===== src/i2c_master_bit_sequencer_macros.svh =====
// Assertion helpers for the RTL; only i2cm_back includes them.
`ifndef I2C_MASTER_BIT_SEQUENCER_MACROS_SVH
`define I2C_MASTER_BIT_SEQUENCER_MACROS_SVH

// Same-cycle implication, checked while out of reset.
`define I2CM_ASSERT_IMPL(label, clk, rst_n, ante, cons, msg) \
  label: assert property (@(posedge clk) disable iff (!rst_n) (ante) |-> (cons)) \
    else $error(msg);

// Next-cycle implication, checked while out of reset.
`define I2CM_ASSERT_NEXT(label, clk, rst_n, ante, cons, msg) \
  label: assert property (@(posedge clk) disable iff (!rst_n) (ante) |=> (cons)) \
    else $error(msg);

`endif


===== src/i2cm_pkg.sv =====
`default_nettype none
package i2cm_pkg;

  localparam int BITS_PER_BYTE = 8;
  localparam int BIT_W         = $clog2(BITS_PER_BYTE);
  localparam int QDEPTH        = 2;
  localparam int QPTR_W        = $clog2(QDEPTH);
  localparam int QCNT_W        = $clog2(QDEPTH + 1);
  localparam int STEP_W        = 3;

  // Bus command codes as they arrive on the input channel
  localparam logic [2:0] CMD_START      = 3'd0;
  localparam logic [2:0] CMD_START_ADDR = 3'd1;
  localparam logic [2:0] CMD_STOP       = 3'd2;
  localparam logic [2:0] CMD_WRITE      = 3'd3;
  localparam logic [2:0] CMD_READ_ACK   = 3'd4;
  localparam logic [2:0] CMD_READ_NACK  = 3'd5;

  // Last step index of the fixed start and stop sequences and of the write and read acknowledge slots
  localparam logic [STEP_W-1:0] START_LAST = 3'd5;
  localparam logic [STEP_W-1:0] STOP_LAST  = 3'd6;
  localparam logic [STEP_W-1:0] ACK_LAST   = 3'd2;
  localparam logic [STEP_W-1:0] RACK_LAST  = 3'd3;

  typedef enum logic [2:0] {
    K_START,
    K_START_ADDR,
    K_STOP,
    K_WRITE,
    K_READ_ACK,
    K_READ_NACK
  } cmd_kind_t;

  typedef struct packed {
    cmd_kind_t   kind;
    logic [7:0]  data_byte;
    logic [7:0]  slave_byte;
    logic        slave_ack;
  } cmd_item_t;

  typedef enum logic [2:0] {
    ST_IDLE,
    ST_START,
    ST_STOP,
    ST_WBIT,
    ST_WACK,
    ST_RREL,
    ST_RBIT,
    ST_RACK
  } seq_state_t;

  // One pin action per result
  typedef enum logic [2:0] {
    ACT_SCL0,
    ACT_SCL1,
    ACT_SDA0,
    ACT_SDA1,
    ACT_REL,
    ACT_RETAKE
  } pin_act_t;

  function automatic pin_act_t start_act(input logic [STEP_W-1:0] step);
    pin_act_t a;
    unique case (step)
      3'd0:    a = ACT_SCL0;
      3'd1:    a = ACT_SDA0;
      3'd2:    a = ACT_SCL1;
      3'd3:    a = ACT_SDA1;
      3'd4:    a = ACT_SDA0;
      default: a = ACT_SCL0;
    endcase
    return a;
  endfunction

  function automatic pin_act_t stop_act(input logic [STEP_W-1:0] step);
    pin_act_t a;
    unique case (step)
      3'd0:    a = ACT_SCL0;
      3'd1:    a = ACT_SDA0;
      3'd2:    a = ACT_SCL1;
      3'd3:    a = ACT_SDA0;
      3'd4:    a = ACT_SDA1;
      3'd5:    a = ACT_SCL0;
      default: a = ACT_SDA0;
    endcase
    return a;
  endfunction

endpackage
`default_nettype wire


===== src/i2cm_front.sv =====
`default_nettype none
module i2cm_front (
  input  wire logic              in_valid,
  output logic                   in_stall,
  input  wire logic [2:0]        in_command,
  input  wire logic [7:0]        in_data_byte,
  input  wire logic [7:0]        in_slave_byte,
  input  wire logic              in_slave_ack,
  input  wire logic              q_full,
  output logic                   q_push,
  output i2cm_pkg::cmd_item_t    q_push_item
);

  logic legal;

  always_comb begin
    legal = 1'b1;
    q_push_item.data_byte  = in_data_byte;
    q_push_item.slave_byte = in_slave_byte;
    q_push_item.slave_ack  = in_slave_ack;
    q_push_item.kind       = i2cm_pkg::K_START;
    unique case (in_command)
      i2cm_pkg::CMD_START:      q_push_item.kind = i2cm_pkg::K_START;
      i2cm_pkg::CMD_START_ADDR: q_push_item.kind = i2cm_pkg::K_START_ADDR;
      i2cm_pkg::CMD_STOP:       q_push_item.kind = i2cm_pkg::K_STOP;
      i2cm_pkg::CMD_WRITE:      q_push_item.kind = i2cm_pkg::K_WRITE;
      i2cm_pkg::CMD_READ_ACK:   q_push_item.kind = i2cm_pkg::K_READ_ACK;
      i2cm_pkg::CMD_READ_NACK:  q_push_item.kind = i2cm_pkg::K_READ_NACK;
      // drop unused codes: accepted, nothing queued
      default:                  legal = 1'b0;
    endcase
  end

  assign in_stall = q_full;
  assign q_push   = in_valid && !q_full && legal;

endmodule
`default_nettype wire


===== src/i2cm_queue.sv =====
`default_nettype none
module i2cm_queue (
  input  wire logic                 clk,
  input  wire logic                 rst_n,
  input  wire logic                 push,
  input  wire i2cm_pkg::cmd_item_t  push_item,
  output logic                      full,
  output logic                      q_valid,
  output i2cm_pkg::cmd_item_t       q_item,
  input  wire logic                 pop
);

  i2cm_pkg::cmd_item_t                 mem_r [i2cm_pkg::QDEPTH];
  logic [i2cm_pkg::QPTR_W-1:0]         wr_ptr_r, wr_ptr_nxt;
  logic [i2cm_pkg::QPTR_W-1:0]         rd_ptr_r, rd_ptr_nxt;
  logic [i2cm_pkg::QCNT_W-1:0]         cnt_r, cnt_nxt;
  logic                                do_pop;

  localparam logic [i2cm_pkg::QCNT_W-1:0] CNT_FULL = i2cm_pkg::QCNT_W'(i2cm_pkg::QDEPTH);
  localparam logic [i2cm_pkg::QPTR_W-1:0] PTR_LAST =
    i2cm_pkg::QPTR_W'(i2cm_pkg::QDEPTH - 1);

  assign full    = (cnt_r == CNT_FULL);
  assign q_valid = (cnt_r != '0);
  assign q_item  = mem_r[rd_ptr_r];
  assign do_pop  = pop && q_valid;

  always_comb begin
    wr_ptr_nxt = wr_ptr_r;
    rd_ptr_nxt = rd_ptr_r;
    cnt_nxt    = cnt_r;
    if (push) begin
      wr_ptr_nxt = (wr_ptr_r == PTR_LAST) ? '0 : wr_ptr_r + 1'b1;
    end
    if (do_pop) begin
      rd_ptr_nxt = (rd_ptr_r == PTR_LAST) ? '0 : rd_ptr_r + 1'b1;
    end
    if (push && !do_pop) begin
      cnt_nxt = cnt_r + 1'b1;
    end else if (do_pop && !push) begin
      cnt_nxt = cnt_r - 1'b1;
    end
  end

  always_ff @(posedge clk) begin
    if (!rst_n) begin
      wr_ptr_r <= '0;
      rd_ptr_r <= '0;
      cnt_r    <= '0;
    end else begin
      wr_ptr_r <= wr_ptr_nxt;
      rd_ptr_r <= rd_ptr_nxt;
      cnt_r    <= cnt_nxt;
    end
  end

  always_ff @(posedge clk) begin
    if (push) begin
      mem_r[wr_ptr_r] <= push_item;
    end
  end

endmodule
`default_nettype wire


===== src/i2cm_back.sv =====
`default_nettype none
`include "i2c_master_bit_sequencer_macros.svh"
module i2cm_back (
  input  wire logic                 clk,
  input  wire logic                 rst_n,
  input  wire logic                 q_valid,
  input  wire i2cm_pkg::cmd_item_t  q_item,
  output logic                      q_pop,
  output logic                      out_valid,
  input  wire logic                 out_stall,
  output logic                      out_scl_level,
  output logic                      out_sda_level,
  output logic                      out_sda_released,
  output logic [7:0]                out_received_byte,
  output logic                      out_ack_received,
  output logic                      out_last_change
);

  localparam logic [i2cm_pkg::BIT_W-1:0] BIT_TOP = i2cm_pkg::BIT_W'(i2cm_pkg::BITS_PER_BYTE - 1);

  i2cm_pkg::seq_state_t           state_r, state_nxt;
  logic [i2cm_pkg::STEP_W-1:0]    cnt_r, cnt_nxt;
  logic [i2cm_pkg::BIT_W-1:0]     bit_r, bit_nxt;
  i2cm_pkg::cmd_item_t            cmd_r, cmd_nxt;
  i2cm_pkg::pin_act_t             act;
  logic                           last;
  logic                           step;

  // Bus line state kept across commands
  logic scl_r, scl_nxt;
  logic sda_r, sda_nxt;
  logic rel_r, rel_nxt;

  logic       out_valid_r;
  logic       out_scl_r, out_sda_r, out_rel_r, out_ack_r, out_last_r;
  logic [7:0] out_byte_r;
  logic [7:0] byte_nxt;
  logic       ack_nxt;

  assign step = (state_r != i2cm_pkg::ST_IDLE) && (!out_valid_r || !out_stall);

  always_comb begin
    state_nxt = state_r;
    cnt_nxt   = cnt_r;
    bit_nxt   = bit_r;
    cmd_nxt   = cmd_r;
    q_pop     = 1'b0;
    act       = i2cm_pkg::ACT_SCL0;
    last      = 1'b0;
    unique case (state_r)
      i2cm_pkg::ST_IDLE: begin
        if (q_valid) begin
          q_pop   = 1'b1;
          cmd_nxt = q_item;
          cnt_nxt = '0;
          bit_nxt = BIT_TOP;
          unique case (q_item.kind)
            i2cm_pkg::K_START,
            i2cm_pkg::K_START_ADDR: state_nxt = i2cm_pkg::ST_START;
            i2cm_pkg::K_STOP:       state_nxt = i2cm_pkg::ST_STOP;
            i2cm_pkg::K_WRITE:      state_nxt = i2cm_pkg::ST_WBIT;
            default:                state_nxt = i2cm_pkg::ST_RREL;
          endcase
        end
      end
      i2cm_pkg::ST_START: begin
        act  = i2cm_pkg::start_act(cnt_r);
        last = (cnt_r == i2cm_pkg::START_LAST) && (cmd_r.kind == i2cm_pkg::K_START);
        if (step) begin
          cnt_nxt = cnt_r + 1'b1;
          if (cnt_r == i2cm_pkg::START_LAST) begin
            cnt_nxt   = '0;
            state_nxt = last ? i2cm_pkg::ST_IDLE : i2cm_pkg::ST_WBIT;
          end
        end
      end
      i2cm_pkg::ST_STOP: begin
        act  = i2cm_pkg::stop_act(cnt_r);
        last = (cnt_r == i2cm_pkg::STOP_LAST);
        if (step) begin
          cnt_nxt = cnt_r + 1'b1;
          if (last) begin
            state_nxt = i2cm_pkg::ST_IDLE;
          end
        end
      end
      i2cm_pkg::ST_WBIT: begin
        unique case (cnt_r)
          3'd0:    act = cmd_r.data_byte[bit_r] ? i2cm_pkg::ACT_SDA1 : i2cm_pkg::ACT_SDA0;
          3'd1:    act = i2cm_pkg::ACT_SCL1;
          default: act = i2cm_pkg::ACT_SCL0;
        endcase
        if (step) begin
          cnt_nxt = cnt_r + 1'b1;
          if (cnt_r == 3'd2) begin
            cnt_nxt = '0;
            bit_nxt = bit_r - 1'b1;
            if (bit_r == '0) begin
              state_nxt = i2cm_pkg::ST_WACK;
            end
          end
        end
      end
      i2cm_pkg::ST_WACK: begin
        // release SDA for the slave, clock the acknowledge slot
        unique case (cnt_r)
          3'd0:    act = i2cm_pkg::ACT_REL;
          3'd1:    act = i2cm_pkg::ACT_SCL1;
          default: act = i2cm_pkg::ACT_SCL0;
        endcase
        last = (cnt_r == i2cm_pkg::ACK_LAST);
        if (step) begin
          cnt_nxt = cnt_r + 1'b1;
          if (last) begin
            state_nxt = i2cm_pkg::ST_IDLE;
          end
        end
      end
      i2cm_pkg::ST_RREL: begin
        act = i2cm_pkg::ACT_REL;
        if (step) begin
          cnt_nxt   = '0;
          bit_nxt   = BIT_TOP;
          state_nxt = i2cm_pkg::ST_RBIT;
        end
      end
      i2cm_pkg::ST_RBIT: begin
        act = (cnt_r == '0) ? i2cm_pkg::ACT_SCL1 : i2cm_pkg::ACT_SCL0;
        if (step) begin
          cnt_nxt = cnt_r + 1'b1;
          if (cnt_r != '0) begin
            cnt_nxt = '0;
            bit_nxt = bit_r - 1'b1;
            if (bit_r == '0) begin
              state_nxt = i2cm_pkg::ST_RACK;
            end
          end
        end
      end
      i2cm_pkg::ST_RACK: begin
        unique case (cnt_r)
          3'd0:    act = i2cm_pkg::ACT_RETAKE;
          3'd1:    act = (cmd_r.kind == i2cm_pkg::K_READ_NACK) ?
                         i2cm_pkg::ACT_SDA1 : i2cm_pkg::ACT_SDA0;
          3'd2:    act = i2cm_pkg::ACT_SCL1;
          default: act = i2cm_pkg::ACT_SCL0;
        endcase
        last = (cnt_r == i2cm_pkg::RACK_LAST);
        if (step) begin
          cnt_nxt = cnt_r + 1'b1;
          if (last) begin
            state_nxt = i2cm_pkg::ST_IDLE;
          end
        end
      end
      default: state_nxt = i2cm_pkg::ST_IDLE;
    endcase
  end

  always_comb begin
    scl_nxt = scl_r;
    sda_nxt = sda_r;
    rel_nxt = rel_r;
    unique case (act)
      i2cm_pkg::ACT_SCL0:   scl_nxt = 1'b0;
      i2cm_pkg::ACT_SCL1:   scl_nxt = 1'b1;
      i2cm_pkg::ACT_SDA0: begin
        rel_nxt = 1'b0;
        sda_nxt = 1'b0;
      end
      i2cm_pkg::ACT_SDA1: begin
        rel_nxt = 1'b0;
        sda_nxt = 1'b1;
      end
      // a released line reads as pulled up
      i2cm_pkg::ACT_REL: begin
        rel_nxt = 1'b1;
        sda_nxt = 1'b1;
      end
      default:              rel_nxt = 1'b0;
    endcase
    byte_nxt = (last && state_r == i2cm_pkg::ST_RACK) ? cmd_r.slave_byte : 8'd0;
    ack_nxt  = last && (state_r == i2cm_pkg::ST_WACK) && !cmd_r.slave_ack;
  end

  always_ff @(posedge clk) begin
    if (!rst_n) begin
      state_r     <= i2cm_pkg::ST_IDLE;
      cnt_r       <= '0;
      bit_r       <= '0;
      scl_r       <= 1'b0;
      sda_r       <= 1'b0;
      rel_r       <= 1'b0;
      out_valid_r <= 1'b0;
    end else begin
      state_r <= state_nxt;
      cnt_r   <= cnt_nxt;
      bit_r   <= bit_nxt;
      if (step) begin
        scl_r <= scl_nxt;
        sda_r <= sda_nxt;
        rel_r <= rel_nxt;
      end
      if (step) begin
        out_valid_r <= 1'b1;
      end else if (!out_stall) begin
        out_valid_r <= 1'b0;
      end
    end
  end

  always_ff @(posedge clk) begin
    cmd_r <= cmd_nxt;
    if (step) begin
      out_scl_r  <= scl_nxt;
      out_sda_r  <= rel_nxt | sda_nxt;
      out_rel_r  <= rel_nxt;
      out_byte_r <= byte_nxt;
      out_ack_r  <= ack_nxt;
      out_last_r <= last;
    end
  end

  assign out_valid         = out_valid_r;
  assign out_scl_level     = out_scl_r;
  assign out_sda_level     = out_sda_r;
  assign out_sda_released  = out_rel_r;
  assign out_received_byte = out_byte_r;
  assign out_ack_received  = out_ack_r;
  assign out_last_change   = out_last_r;

  `I2CM_ASSERT_IMPL(a_rel_pulled_up, clk, rst_n, rel_r, sda_r, "released SDA not held high")
  `I2CM_ASSERT_NEXT(a_last_to_idle, clk, rst_n, step && last,
                    state_r == i2cm_pkg::ST_IDLE, "sequencer busy after last change")
  `I2CM_ASSERT_IMPL(a_pop_only_idle, clk, rst_n, q_pop,
                    state_r == i2cm_pkg::ST_IDLE, "command taken while busy")
  `I2CM_ASSERT_IMPL(a_ack_on_last, clk, rst_n, out_valid_r && out_ack_r, out_last_r,
                    "acknowledge flagged before last change")

endmodule
`default_nettype wire


===== src/i2c_master_bit_sequencer.sv =====
// I2C master bit sequencer.
// Input channel (in_valid / in_stall): one bus command per item, with the byte to
// send and the levels the slave shows on the read clocks and in the ack slot.
// Output channel (out_valid / out_stall): one item per SCL or SDA line change,
// carrying SCL level, SDA drive level and SDA release; out_last_change marks the
// final change of a command, which also carries the read byte or the ack flag.
// A command expands to 6 (start), 7 (stop), 27 (write), 21 (read) or
// 33 (start plus address) results. Within a command the sequencer emits one
// result per cycle unless out_stall holds a pending result; it takes the next
// command from a two-entry queue only once idle again. An accepted command is
// written into the queue, taken by the idle sequencer, and its results are
// registered at the output. Codes 6 and 7 are taken and dropped without results.
// in_stall rises only while the queue is full. When out_stall is high the
// pending result holds and the sequencer waits; the queue keeps taking commands.
// Synchronous reset (rst_n low) empties the queue, drops any pending result and
// returns the bus lines to SCL low, SDA driven low.
`default_nettype none
module i2c_master_bit_sequencer (
  input  wire logic       clk,
  input  wire logic       rst_n,
  input  wire logic       in_valid,
  output logic            in_stall,
  input  wire logic [2:0] in_command,
  input  wire logic [7:0] in_data_byte,
  input  wire logic [7:0] in_slave_byte,
  input  wire logic       in_slave_ack,
  output logic            out_valid,
  input  wire logic       out_stall,
  output logic            out_scl_level,
  output logic            out_sda_level,
  output logic            out_sda_released,
  output logic [7:0]      out_received_byte,
  output logic            out_ack_received,
  output logic            out_last_change
);

  logic                 q_full;
  logic                 q_push;
  i2cm_pkg::cmd_item_t  q_push_item;
  logic                 q_valid;
  i2cm_pkg::cmd_item_t  q_item;
  logic                 q_pop;

  i2cm_front u_front (
    .in_valid      (in_valid),
    .in_stall      (in_stall),
    .in_command    (in_command),
    .in_data_byte  (in_data_byte),
    .in_slave_byte (in_slave_byte),
    .in_slave_ack  (in_slave_ack),
    .q_full        (q_full),
    .q_push        (q_push),
    .q_push_item   (q_push_item)
  );

  i2cm_queue u_queue (
    .clk       (clk),
    .rst_n     (rst_n),
    .push      (q_push),
    .push_item (q_push_item),
    .full      (q_full),
    .q_valid   (q_valid),
    .q_item    (q_item),
    .pop       (q_pop)
  );

  i2cm_back u_back (
    .clk               (clk),
    .rst_n             (rst_n),
    .q_valid           (q_valid),
    .q_item            (q_item),
    .q_pop             (q_pop),
    .out_valid         (out_valid),
    .out_stall         (out_stall),
    .out_scl_level     (out_scl_level),
    .out_sda_level     (out_sda_level),
    .out_sda_released  (out_sda_released),
    .out_received_byte (out_received_byte),
    .out_ack_received  (out_ack_received),
    .out_last_change   (out_last_change)
  );

endmodule
`default_nettype wire


===== config.mk =====
export PLATFORM = sky130hd
export DESIGN_NAME = i2c_master_bit_sequencer
export DESIGN_NICKNAME = d
export VERILOG_FILES = /design/src/i2cm_pkg.sv /design/src/i2cm_front.sv /design/src/i2cm_queue.sv /design/src/i2cm_back.sv /design/src/i2c_master_bit_sequencer.sv
export VERILOG_INCLUDE_DIRS = /design/src /design/src/src
export SDC_FILE = /design/constraint.sdc
export NUM_CORES = 1
export LEC_CHECK = 0
export BUFFER_PORTS_ARGS = -buffer_cell sky130_fd_sc_hd__buf_2
export CAP_MARGIN = 20
export CORE_MARGIN = 2
export CORE_UTILIZATION = 50
export CTS_BUF_LIST = sky130_fd_sc_hd__clkbuf_8 sky130_fd_sc_hd__clkbuf_16
export DETAILED_ROUTE_END_ITERATION = 7
export GPL_TIMING_DRIVEN = 1
export PLACE_DENSITY = 0.78
export RECOVER_POWER = 50
export SYNTH_ARGS = -nofsm -noshare
export SYNTH_HDL_FRONTEND = slang
export SYNTH_SLANG_ARGS = --single-unit

===== constraint.sdc =====
create_clock -name clk -period 2.6 [get_ports clk]
set_clock_uncertainty 0.05 [all_clocks]
set_input_delay 0 -clock clk [delete_from_list [all_inputs] [get_ports clk]]
set_output_delay 0 -clock clk [all_outputs]
set_load 0.02 [all_outputs]

==> impl_metrics.yaml, run 1 <==
global_routing:
  antenna_found_initial: 0
  grt_pass1_wl_um: 12300
  grt_max_degree: 24
  grt_use_total_pct: 18.2
  grt_pass1_vias: 2629
  overflow: 0
drt:
  firstDrtPassIters: 4
  postRouteAntennaNets: 0
  wl_per_cell_um: 15.4
  drtIter0Drc: 216
  remaining_drc_errors: 0
  num_vias: 2786
  wl_um: 7790
  routed_via_density: 5.51
sta:
  fmax_ghz: 0.414
  hold_viol: 0
  tightest_slew_ns: 1.11
  setup_viol_count_final: 0
  finalCriticalPeriod_ns: 2.42
  max_slew_margin_pct: 26.0
  period_share_pct: 92.9
  rsz0062_at_grt: "yes"
  maxSlewViolCount: 0
cells_and_area:
  nets: 429
  antenna_cells: 0
  design_area_um2: 4920
  num-fill-cells: 657
  drive_gt1_share_pct: 16.0
  syn_to_final_growth_pct: 16.4
  final_util_pct: 59.9
synthesis:
  synth-seq-cells: 91
  synth_top_area_share_pct: 51.9
  ys_seq_area_share_pct: 60.4
  yosys.area.top_type: "edfxtp_1"
  yosysMostFrequentCell: "edfxtp_1"
  synthTopCellsByCount: "edfxtp_1, mux2_2, nand2_1"
  synth_nets: 358
  syn-cell-area_um2: 4230
  synthCells: 325
  ys.warnings.count: 0
  syn_avg_cell_area_um2: 13.0
  synthArstFlopShare_pct: 0
  yosys-top-cells-area: "edfxtp_1, dfxtp_1, mux2_2"
  synth_edf_count: 73
  synth.distinct_cells: 66
  synth_ff_type: "edfxtp_1"
clock_tree:
  cts_root_buffer: "clkbuf_8"
  clk_pin_slew_ns: 0.10
  clock_path_buffers: 2
  htree_levels: 3
  post_cts_buffers: 0
  numCtsBuffers: 9
  clock_latency_ns: 0.36
  cts_tree: "built"
  cts_sinks: 91
worst_hold_path:
  hold_class: "in -> reg"
  hold_depth: 5
  hold_end: "u_queue.wr_ptr_r$_SDFFE_PN0P_"
  min_from: "in_valid"
placed_design:
  placed_cell_area_um2: 4550
  place_hpwl_um: 5340
  io_buffers: 38
  gp_congestion: 0.881
power:
  leakage_nw: 1.69
  p_per_area_nw_per_um2: 1040
  ir_worst_vdd_v: 0.000565
worst_setup_path:
  crit_path_max_fanout: 23
  r2r_cells: 5
  slowest_delay_ns: 0.60
  reg2reg_from: "u_back.state_r[1]$_SDFFE_PN0P_"
  crit_arrival_ns: 2.66
  required_ns: 2.84
  crit_path_end_kind: "flip-flop"
  path_buf_inv: 0
  critPathLaunchType: "flip-flop"
  rr_endpoint: "u_queue.cnt_r[1]$_SDFFE_PN0P_"
  r2r_slack_ns: 0.18
  cpMaxStageDelayCell: "nor3_1"
  path_delay_family: "simple AND/OR/NAND/NOR gates"
  crit_type: "reg -> reg"
  crit_chain: "nor3_1 > o21ai_0 > ha_1 > or3_1 > a21oi_1"
floorplanning:
  ioPinCount: 39
  dieArea_um2: 9200
  rows: 33
  start_util_pct: 51.4
  die_w_um: 95.9
  core-area_um2: 8220
  fp.dieH_um: 95.9
job:
  max-cap-violations: 0
run_status:
  outcome: "finished clean"
==> how the worst max path moves through the flow <==
stage	from	end	slack, ns	cells after the start
after floorplan	u_queue.cnt_r[0]$_SDFFE_PN0P_	u_queue.mem_r[0][0]$_DFFE_PP_	0.42	3
final	u_back.state_r[1]$_SDFFE_PN0P_	u_queue.cnt_r[1]$_SDFFE_PN0P_	0.18	5
after global placement	u_back.state_r[1]$_SDFFE_PN0P_	u_back.out_sda_level$_DFFE_PP_	0.29	5
after detailed placement	u_back.state_r[1]$_SDFFE_PN0P_	u_queue.cnt_r[1]$_SDFFE_PN0P_	0.23	5
after CTS	u_back.state_r[1]$_SDFFE_PN0P_	u_queue.cnt_r[1]$_SDFFE_PN0P_	0.20	5
after global routing	u_back.state_r[1]$_SDFFE_PN0P_	u_queue.cnt_r[1]$_SDFFE_PN0P_	-0.008	5
==> cells in the final DEF (no fill, tap or decap), drive strengths merged, types with 5 or more instances in the layout <==
cell	synthesis	routed
edfxtp	73	73
clkbuf	2	41
dlygate4sd3	0	22
nand2	22	22
mux2	21	21
buf	12	20
nor2	18	18
dfxtp	18	18
inv	11	14
a21oi	12	12
nor2b	11	11
and2	11	11
ha	8	8
o21ai	7	7
nand2b	7	7
a211oi	7	7
nand3	5	5
a22oi	5	5
==> registers in the layout, summed over array words and instances, names as in the netlist, 2 cells and up, named ones only <==
signal / cells
u_back.cnt_r: 3
u_back.out_received_byte: 8
u_queue.cnt_r: 2
u_queue.mem_r: 40
u_back.state_r: 3
u_back.bit_r: 3
u_back.cmd_r: 20
==> per-layer routing <==
layer	share of wire [%]	vias to the layer above	global-route usage, %	wire length (um)
li1	-	1376	-	-
met1	44	1332	22.4	3420
met2	50	71	30.5	3920
met3	4.3	7	4.70	334
met4	1.5	0	7.38	120
met5	0	-	0	0
==> where the power goes <==
group / internal (W) / leakage, nW / switching, W
Combinational: 0.000745 / 0.763 / 0.00113
Clock: 0.000370 / 0.0911 / 0.000536
Sequential: 0.00211 / 0.834 / 0.000219
Total: 0.00323 / 1.69 / 0.00188
==> tightest hold or removal path, cell delays in order <==
cell	delay, ns
buf_2	0.09
nand2_1	0.06
nor2_1	0.08
xnor2_1	0.15
nor2_1	0.04
==> through the flow <==
stage	power [W]	cells	setup slack [ns]	hold slack [ns]	TNS [ns]
after floorplan	0.00372	325	0.422	0.0489	0
after global placement	0.00420	468	0.292	0.137	0
after detailed placement	0.00424	468	0.230	0.142	0
after CTS	0.00518	506	0.196	0.0430	0
after global routing	0.00544	506	-0.00783	0.100	-0.00783
final	0.00511	506	0.183	0.0541	0
==> logic make-up (layout without fill, tap and decap cells) <==
family	Yosys count	in the layout	synth area share, %
DFF	91	91	60.4
xor gates and xnor gates	5	5	1.04
adders and majority gates	10	10	3.08
muxes	25	25	6.54
buffers and inverters	26	102	3.41
AOI/OAI and AO/OA	62	62	11.2
and+or+nand+nor	106	106	14.3
==> cell type report <==
class                      instances  area (um^2)  share of cell area, %
sequential                        91         2550                   51.9
multi-input combinational        208         1530                   31.1
timing repair buffer              74          468                   9.51
tap                              105          131                   2.67
clock buffer                       9          124                   2.52
clock inverter                     7         68.8                   1.40
inverter                          12         45.0                  0.916
==> what timing repair did <==
action	CTS	global route
endpoints found under the setup margin	0	1
hold buffers	22	0
endpoints found under the hold margin	45	0
gates resized for setup	0	0
Note: power is estimated with default switching activity, not from simulation.
==> run 2, diff against run 1 <==
==> constraint.sdc (replaced) <==
create_clock -name clk -period 2.71 [get_ports clk]
set_clock_uncertainty 0.05 [all_clocks]
set_input_delay 0 -clock clk [delete_from_list [all_inputs] [get_ports clk]]
set_output_delay 0 -clock clk [all_outputs]
set_load 0.02 [all_outputs]
==> impl_metrics.yaml, run 2 (same netlist as run 1, synthesis figures left out) <==
run_status:
  outcome: "finished clean"
cells_and_area:
  mostFrequentLayoutCell: "edfxtp_1"
  antenna_cells: 0
  largest-register: "u_queue.mem_r"
  fin_cells: 504
  nets: 427
  layout_common_cells: "edfxtp_1, clkbuf_1, dlygate4sd3_1"
  syn_to_final_growth_pct: 16.1
  num-fill-cells: 662
  largest_reg_flops: 40
  drive_gt1_share_pct: 16.8
clock_tree:
  numCtsBuffers: 9
  clock_latency_ns: 0.37
  post_cts_buffers: 0
  clock_path_buffers: 2
  cts_tree: "built"
  cts_sinks: 91
  clk_pin_slew_ns: 0.10
  htree_levels: 3
  cts_root_buffer: "clkbuf_8"
power:
  ir_worst_vdd_v: 0.000536
  leakage_nw: 1.67
  p_per_area_nw_per_um2: 998
global_routing:
  grt_pass1_wl_um: 12900
  grt_pass1_vias: 2685
  antenna_found_initial: 0
  grt_use_total_pct: 18.6
  overflow: 0
  grt_max_degree: 28
sta:
  tns_ns: 0
  period_share_pct: 91.6
  fmax_ghz: 0.403
  finalCriticalPeriod_ns: 2.48
  rsz0062_at_grt: "no"
  maxSlewViolCount: 0
  max_slew_margin_pct: 23.9
  tightest_slew_ns: 1.14
  hold_viol: 0
  setup_viol_count_final: 0
placed_design:
  dp.cells: 465
  place_hpwl_um: 5120
  io_buffers: 38
  gp_congestion: 0.860
drt:
  wl_per_cell_um: 15.8
  firstDrtPassIters: 5
  wl_um: 7960
  num_vias: 2816
  remaining_drc_errors: 0
  postRouteAntennaNets: 0
  routed_via_density: 5.59
  drtIter0Drc: 159
job:
  max-cap-violations: 0
floorplanning:
  ioPinCount: 39
  rows: 33
  fp.dieH_um: 95.9
  dieArea_um2: 9200
  die_w_um: 95.9
  start_util_pct: 51.4
  core-area_um2: 8220
worst_setup_path:
  crit_path_start: "u_back.cnt_r[2]$_SDFFE_PN0P_"
  crit_type: "reg -> reg"
  crit_path_end_kind: "flip-flop"
  critPathLaunchType: "flip-flop"
  crit_path_max_fanout: 14
  rr_endpoint: "u_back.out_sda_released$_DFFE_PP_"
  r2r_slack_ns: 0.23
  r2r_cells: 7
  crit_arrival_ns: 2.65
  reg2reg_from: "u_back.cnt_r[2]$_SDFFE_PN0P_"
  required_ns: 2.88
  cp-endpoint: "u_back.out_sda_released$_DFFE_PP_"
worst_hold_path:
  hold_class: "in -> reg"
==> run 2: metal layers <==
metal  GRT usage [%]  share of wire [%]  wire length (um)  up-vias
met5               0                  0                 0        -
met4            8.93                2.7               211        0
met3            2.82                4.4               354       19
met2            30.9                 49              3860       93
met1            23.9                 44              3530     1335
li1                -                  -                 -     1369
==> run 2: timing repair <==
action | in CTS | in global routing
gates resized for setup | 0 | 0
endpoints found under the hold margin | 45 | 0
hold buffers | 23 | 0
==> run 2: layout make-up <==
type / instances / area, um^2 / area share (%)
Sequential cell: 91 / 2550 / 52.0
Tap cell: 105 / 131 / 2.68
Clock inverter: 7 / 67.6 / 1.38
Timing Repair Buffer: 72 / 458 / 9.33
Inverter: 12 / 45.0 / 0.918
Multi-Input combinational cell: 208 / 1530 / 31.2
Clock buffer: 9 / 124 / 2.52
==> run 2: power breakdown <==
group | switching [W] | internal, W | total (W)
Clock | 0.000531 | 0.000354 | 0.000885
Combinational | 0.00107 | 0.000698 | 0.00177
Sequential | 0.000217 | 0.00203 | 0.00224
Total | 0.00182 | 0.00308 | 0.00490
==> run 2: through the flow <==
step	instance area [um^2]	setup WS [ns]	util [%]	hold WS (ns)	total power (W)
finish	4910	0.228	59.7	0.0300	0.00490
global placement	4530	0.356	55.1	0.137	0.00400
global route	4910	0.0401	59.7	0.0552	0.00521
floorplan	4230	0.532	-	0.0489	0.00357
CTS	4950	0.259	60.3	0.0210	0.00494
detailed placement	4530	0.269	55.1	0.142	0.00404
==> run 2: worst min path at each step <==
stage,slack (ns),startpoint,cells past startpoint,to
global placement,0.14,in_data_byte[2],1,u_queue.mem_r[1][11]$_DFFE_PP_
floorplan,0.05,in_slave_ack,0,u_queue.mem_r[0][0]$_DFFE_PP_
global route,0.06,in_valid,5,u_queue.wr_ptr_r$_SDFFE_PN0P_
CTS,0.02,in_valid,5,u_queue.wr_ptr_r$_SDFFE_PN0P_
detailed placement,0.14,in_slave_byte[6],1,u_queue.mem_r[0][7]$_DFFE_PP_
finish,0.03,in_valid,5,u_queue.wr_ptr_r$_SDFFE_PN0P_
==> run 2: worst max-delay path: stages, from the launching register on <==
cell      delay, ns
dfxtp_1        0.57
inv_1          0.15
ha_1           0.26
nor2_1         0.15
a221oi_1       0.12
or4_4          0.56
or3_1          0.35
a21oi_1        0.12
